### src/rtl/core/rde_pkg.sv
// Shared types, constants and constant functions of the Rayleigh distribution evaluator.
package rde_pkg;

  localparam int unsigned QUEUE_DEPTH = 2;
  localparam int unsigned EXP_TERMS = 24;
  localparam logic [31:0] SIGMA_RESET = 32'd65536;
  localparam logic [0:0] REG_SIGMA = 1'b0;
  localparam logic [40:0] ONE_Q40 = {1'b1, 40'd0};
  localparam logic signed [47:0] G_MAX = {1'b0, {47{1'b1}}};
  localparam logic signed [47:0] G_MIN = {1'b1, 47'd0};
  localparam logic signed [63:0] ACC_MAX = {1'b0, {63{1'b1}}};
  localparam logic signed [63:0] ACC_MIN = {1'b1, 63'd0};

  // Right shift applied to a 128-bit product.
  typedef enum logic [1:0] {
    SH_25 = 2'd0,
    SH_40 = 2'd1,
    SH_48 = 2'd2
  } shift_sel_t;

  typedef struct packed {
    logic               neg;
    logic [31:0]        ax;
    logic [31:0]        s;
    logic signed [31:0] residual;
    logic               last;
  } item_t;

  typedef struct packed {
    logic  valid;
    item_t item;
  } q_head_t;

  typedef struct packed {
    logic       start;
    logic [63:0] a;
    logic [63:0] b;
    shift_sel_t sh;
  } mul_req_t;

  typedef struct packed {
    logic        start;
    logic [63:0] dividend;
    logic [31:0] divisor;
  } div_req_t;

  // exp(-1) in Q40, built from the same truncated alternating series as the datapath.
  function automatic logic [40:0] exp_neg_one();
    logic [40:0]        term;
    logic signed [42:0] sum;
    logic               live;
    term = ONE_Q40;
    sum  = $signed({2'b00, ONE_Q40});
    live = 1'b1;
    for (int k = 1; k <= EXP_TERMS; k++) begin
      if (live) begin
        term = term / 41'(k);
        if (term == '0) begin
          live = 1'b0;
        end else if ((k % 2) == 1) begin
          sum = sum - $signed({2'b00, term});
        end else begin
          sum = sum + $signed({2'b00, term});
        end
      end
    end
    if (sum < 0) begin
      return '0;
    end else if (sum > $signed({2'b00, ONE_Q40})) begin
      return ONE_Q40;
    end
    return sum[40:0];
  endfunction

  localparam logic [40:0] EXP_NEG_ONE = exp_neg_one();

endpackage

### src/rtl/core/rde_front.sv
// Front end: accepts samples, classifies sign and scale, and queues them for the back end.
module rde_front #(
  parameter int unsigned DEPTH = rde_pkg::QUEUE_DEPTH
) (
  input  logic                clk,
  input  logic                rst,
  input  logic                in_valid,
  output logic                in_stall,
  input  logic signed [31:0]  x_value,
  input  logic signed [31:0]  residual,
  input  logic                last,
  input  logic [31:0]         sigma,
  input  logic                pop,
  output rde_pkg::q_head_t    head
);

  localparam int unsigned PW = (DEPTH > 1) ? $clog2(DEPTH) : 1;
  localparam int unsigned CW = $clog2(DEPTH + 1);

  rde_pkg::item_t entries [DEPTH];
  rde_pkg::item_t cls;
  logic [PW-1:0]  wr_ptr;
  logic [PW-1:0]  rd_ptr;
  logic [CW-1:0]  count;
  logic           push;
  logic           take;

  // A negative sample is folded to its magnitude; a zero scale acts as one LSB.
  always_comb begin
    cls.neg      = x_value[31];
    cls.ax       = x_value[31] ? (~x_value + 32'd1) : x_value;
    cls.s        = (sigma == '0) ? 32'd1 : sigma;
    cls.residual = residual;
    cls.last     = last;
  end

  assign in_stall   = (count == CW'(DEPTH));
  assign push       = in_valid && !in_stall;
  assign head.valid = (count != '0);
  assign head.item  = entries[rd_ptr];
  assign take       = pop && head.valid;

  always_ff @(posedge clk) begin
    if (push) begin
      entries[wr_ptr] <= cls;
    end
  end

  always_ff @(posedge clk) begin
    if (rst) begin
      wr_ptr <= '0;
      rd_ptr <= '0;
      count  <= '0;
    end else begin
      if (push) begin
        wr_ptr <= (wr_ptr == PW'(DEPTH - 1)) ? '0 : wr_ptr + 1'b1;
      end
      if (take) begin
        rd_ptr <= (rd_ptr == PW'(DEPTH - 1)) ? '0 : rd_ptr + 1'b1;
      end
      if (push && !take) begin
        count <= count + 1'b1;
      end else if (take && !push) begin
        count <= count - 1'b1;
      end
    end
  end

endmodule

### config.mk
export PLATFORM = sky130hd
export DESIGN_NAME = rde_front
export DESIGN_NICKNAME = d
export VERILOG_FILES = /design/src/rtl/core/rde_pkg.sv /design/src/rtl/core/rde_front.sv
export SDC_FILE = /design/constraint.sdc
export NUM_CORES = 1
export LEC_CHECK = 0
export BUFFER_PORTS_ARGS = -buffer_cell sky130_fd_sc_hd__buf_2
export CORE_UTILIZATION = 30
export CTS_CLUSTER_DIAMETER = 60
export DETAILED_ROUTE_END_ITERATION = 8
export PLACE_DENSITY_LB_ADDON = 0.15
export RECOVER_POWER = 25
export SLEW_MARGIN = 20
export SYNTH_ARGS = -nofsm -noshare
export SYNTH_HDL_FRONTEND = slang
export SYNTH_SLANG_ARGS = --single-unit
### constraint.sdc
create_clock -name clk -period 6.5 [get_ports clk]
set_input_delay 0.65 -clock clk [delete_from_list [all_inputs] [get_ports clk]]
set_output_delay 0.65 -clock clk [all_outputs]
set_load 0.005 [all_outputs]
# [Yosys cells after proc, flatten, opt, wreduce, memory -nomap -nowiden]
# Memories as Yosys holds them, arrays and structs flattened. A register that Yosys moved wholly into a read port is not among the register bits.
# Cells that the tools add are included.
[op_classes] bitwise_logic=1 muxes=10 addsub=5 n_eq_ne=1 reduce_logical=10
[op_table] op="$mux 32" n=2
[op_table] op="$add 32x1->32 const B" n=1
[op_table] op="$logic_not 32->1" n=1
[op_table] op="$not 32->32" n=1
[op_table] op="$mux 1" n=6
[op_table] op="$logic_and 1x1->1" n=4
[op_table] op="$mux 2" n=2
[op_table] op="$reduce_bool 2->1" n=2
[op_table] op="$logic_not 1->1" n=3
[op_table] op="$add 1x1->1 const B" n=2
[op_table] op="$add 2x1->2 const B" n=1
[op_table] op="$eq 2x2->1 const B" n=1
[op_table] op="$sub 2x1->2 const B" n=1
[totals] n_memories=1 out_inout_bits=100 mem_bits_rw=196 wordCells=31 reg_bits=4
[memory_table] memory="entries" depth=2 word_bits=98 rd=1 rd_ports_with_merged_regs=1 write_ports=1 line_no="rde_front.sv:20" text="rde_pkg::item_t entries [DEPTH];"

# [Longest topological paths before layout]
[depth] ltp_word=7 depth_mapped=7 mapped_depth_nobuf=7

# [Worst setup path before layout]
# Ideal clock, no wire load.
[synth_timing] path_type="in2reg" start="input in_valid" end="memory entries[0][0] in the netlist's numbering (enable)" t_arrival_ns=4.817 required_ns=5.945 path_buffers=0 setup_ns=0.555 cell_stages=2 setup_slack_ns=1.128 path_cell_list="nand2_1 > nor2_1"
[synth_via] elab_chain_len=3
[synth_rtl] item="from (decl)" line_no="rde_front.sv:7" text="input logic in_valid,"
[synth_rtl] item="$logic_and 1x1->1" line_no="rde_front.sv:38" text="assign push = in_valid && !in_stall;"
[synth_rtl] item="$mux 1" line_no="rde_front.sv:44" text="if (push) begin"
[synth_rtl] item="$mux 1 (not written as such)" line_no="rde_front.sv:45" text="entries[wr_ptr] <= cls;"
[synth_rtl] item="to (decl)" line_no="rde_front.sv:20"
# No other way between the ends.

==> impl_metrics.ini <==
[outcome]
outcome = finished, final reports clean

[cts]
cts_setup_buffers = 0
clk_pin_slew_ps = 60
clk_latency_ps = 520
hold_buffers = 0
cts_max_level = 1
numCtsBuffers = 23
cts_sinks = 201
cts_tree = done
cts_resized = 0
clockRootBuffer = clkbuf_16
max-clock-path-buffers = 3

[global_route]
grt_pass1_wl_um = 27200
grt_max_degree = 53
grt_usage_pct = 12.4
antenna_found_initial = 0
overflow = 0
grt_pass1_vias = 4796

[floorplan]
die_w_um = 167
die_h_um = 167
rows = 60
core_um2 = 26900
io_pins = 201
start_util_pct = 30.5
floorplan.die_area_um2 = 27900

[worst_setup_path]
cpLargestDelayFamily = buffers and inverters
critical_path_buf_inv_count = 2
crit_fanout = 50
required_ps = 5850
ff2ff_path_depth = 3
worstPathCellList = buf_4 > mux2_2 > buf_2
r2r_end = entries[1][53]$_DFFE_PP_
reg2reg_from = count[0]$_SDFFE_PP0P_
slowest_stage = dfxtp_4
r2r_slack_ps = 4140
crit_path_end_kind = output port
cp.arrival_ps = 2630
cp-start-kind = flip-flop
max_stage_delay_ps = 780
crit_type = reg2out

[sta]
final.min_clock_period_ps = 3280
setup_tns_ps = 0
clock.fmax_mhz = 305
fin_crit_sh_pct = 50.5
tightest_slew_ps = 731
slew_violations = 0
rsz0062_at_grt = no
finalHoldViolations = 0
relSlewSlack_pct = 51.3
setup_violations = 0
fin_skew_ps = 11.4

[place]
place.gp.congestion = 0.787
dp_hpwl_um = 11900
io_buffer_count = 200

[yosys]
synth_top_area_cell = edfxtp_1
synth_commonest_cells = 196 x edfxtp_1, 98 x mux2_2, 41 x clkbuf_1
synth_area_leaders = edfxtp_1 72%, mux2_2 13%, xnor2_1 3.1%
yosysMostFrequentCell = edfxtp_1
async_flop_share_pct = 0
seq_area_frac_synth_pct = 73.1
synth_seq_cells = 201
synth_top_area_share_pct = 71.9
synth_edf_count = 196
synth_cell_types = 31
postSynthAreaPerCell_um2 = 17.2
syn-num-nets = 578
syn-instance-count = 475
yosys_warnings = 0
dominantRegCellSynth = edfxtp_1
synth_area_um2 = 8190

[layout]
syn_to_final_growth_pct = 24.8
final_nets = 762
layout-drive-gt1-share_pct = 44.8
fillers = 2573
final_core_util_pct = 38.0
multi_input_area_um2 = 2020
antenna_cells = 0
regArea_um2 = 5990

[power]
power.density_nw_per_um2 = 380
vdd_drop_max_mv = 0.211
p_leak_nw = 3.57

[route]
drtIter0Drc = 176
vias_per_cell = 4.56
ant_nets = 0
drt-pass1-iter-count = 4
drc = 0
drt_wl_total_um = 17700
num_vias = 4635
routedWlPerCell_um = 17.4

[hold_path]
hold_depth = 1
hold_start = residual[15]
hold_end = entries[1][16]$_DFFE_PP_
min_path_type = in2reg

[run]
cap_violations = 0
-- per-layer routing --
layer  vias to the layer above  GRT usage [%]  wire length, um
met5                         -              0                0
met2                       181           20.5             8330
li1                       2183              -                -
met4                         0           3.55              394
met3                        31           3.64             1390
met1                      2240           15.8             7590
-- power by group --
group          total [W]  internal [W]  switching [W]
sequential       0.00176       0.00167      0.0000873
combinational   0.000823      0.000409       0.000414
clock            0.00130      0.000796       0.000505
-- state kept, by name, indices dropped and copies added (netlist names), named ones only --
register  cells
count         2
entries     196
rd_ptr        1
wr_ptr        1
-- cells by family after synthesis --
kind of cell               synth area share, %
and+or+nand+nor                           4.51
AOI/OAI and AO/OA                         2.71
buffers and inverters                     2.34
muxes                                     13.5
DFF                                       73.1
adders and majority gates                0.306
xor gates and xnor gates                  3.53
-- per-stage QoR --
step                cell area, um2  cells  hold slack, ps  setup WS (ps)  power, W
global placement              9490    975             480           3740   0.00262
floorplan                     8190    475             461           1130   0.00226
global route                 10200   1017             293           3060   0.00408
finish                       10200   1017             317           3220   0.00388
CTS                          10300   1017             287           3150   0.00396
detailed placement            9490    975             502           3720   0.00264
-- layout make-up --
class	count	share of cell area [%]
Inverter	6	0.221
Sequential cell	201	58.6
Tap cell	341	4.18
Clock inverter	14	1.59
Clock buffer	28	6.02
Multi-Input combinational cell	223	19.8
Timing Repair Buffer	204	9.56
-- placed cells by master (no fill, tap or decap), types with 5 or more instances in the layout --
master and instances:
nand2_1 11, o21ai_0 5, clkbuf_16 23, clkbuf_1 47
mux2_2 98, nor4_1 12, clkinv_1 5, or3_1 5
nor3_1 5, o31ai_1 12, edfxtp_1 196, buf_2 156
inv_1 6, nor2_1 9, xnor2_1 29
-- how the worst max path moves through the flow --
stage | to | slack, ps | depth (start not counted)
2_1_floorplan | entries[0][0]$_DFFE_PP_ | 1130 | 2
3_3_place_gp | head[4] | 3740 | 3
3_5_place_dp | head[74] | 3720 | 3
4_1_cts | head[74] | 3150 | 3
5_1_grt | head[4] | 3060 | 3
6_report | head[30] | 3220 | 3
Note: power is estimated with default switching activity, not from simulation.
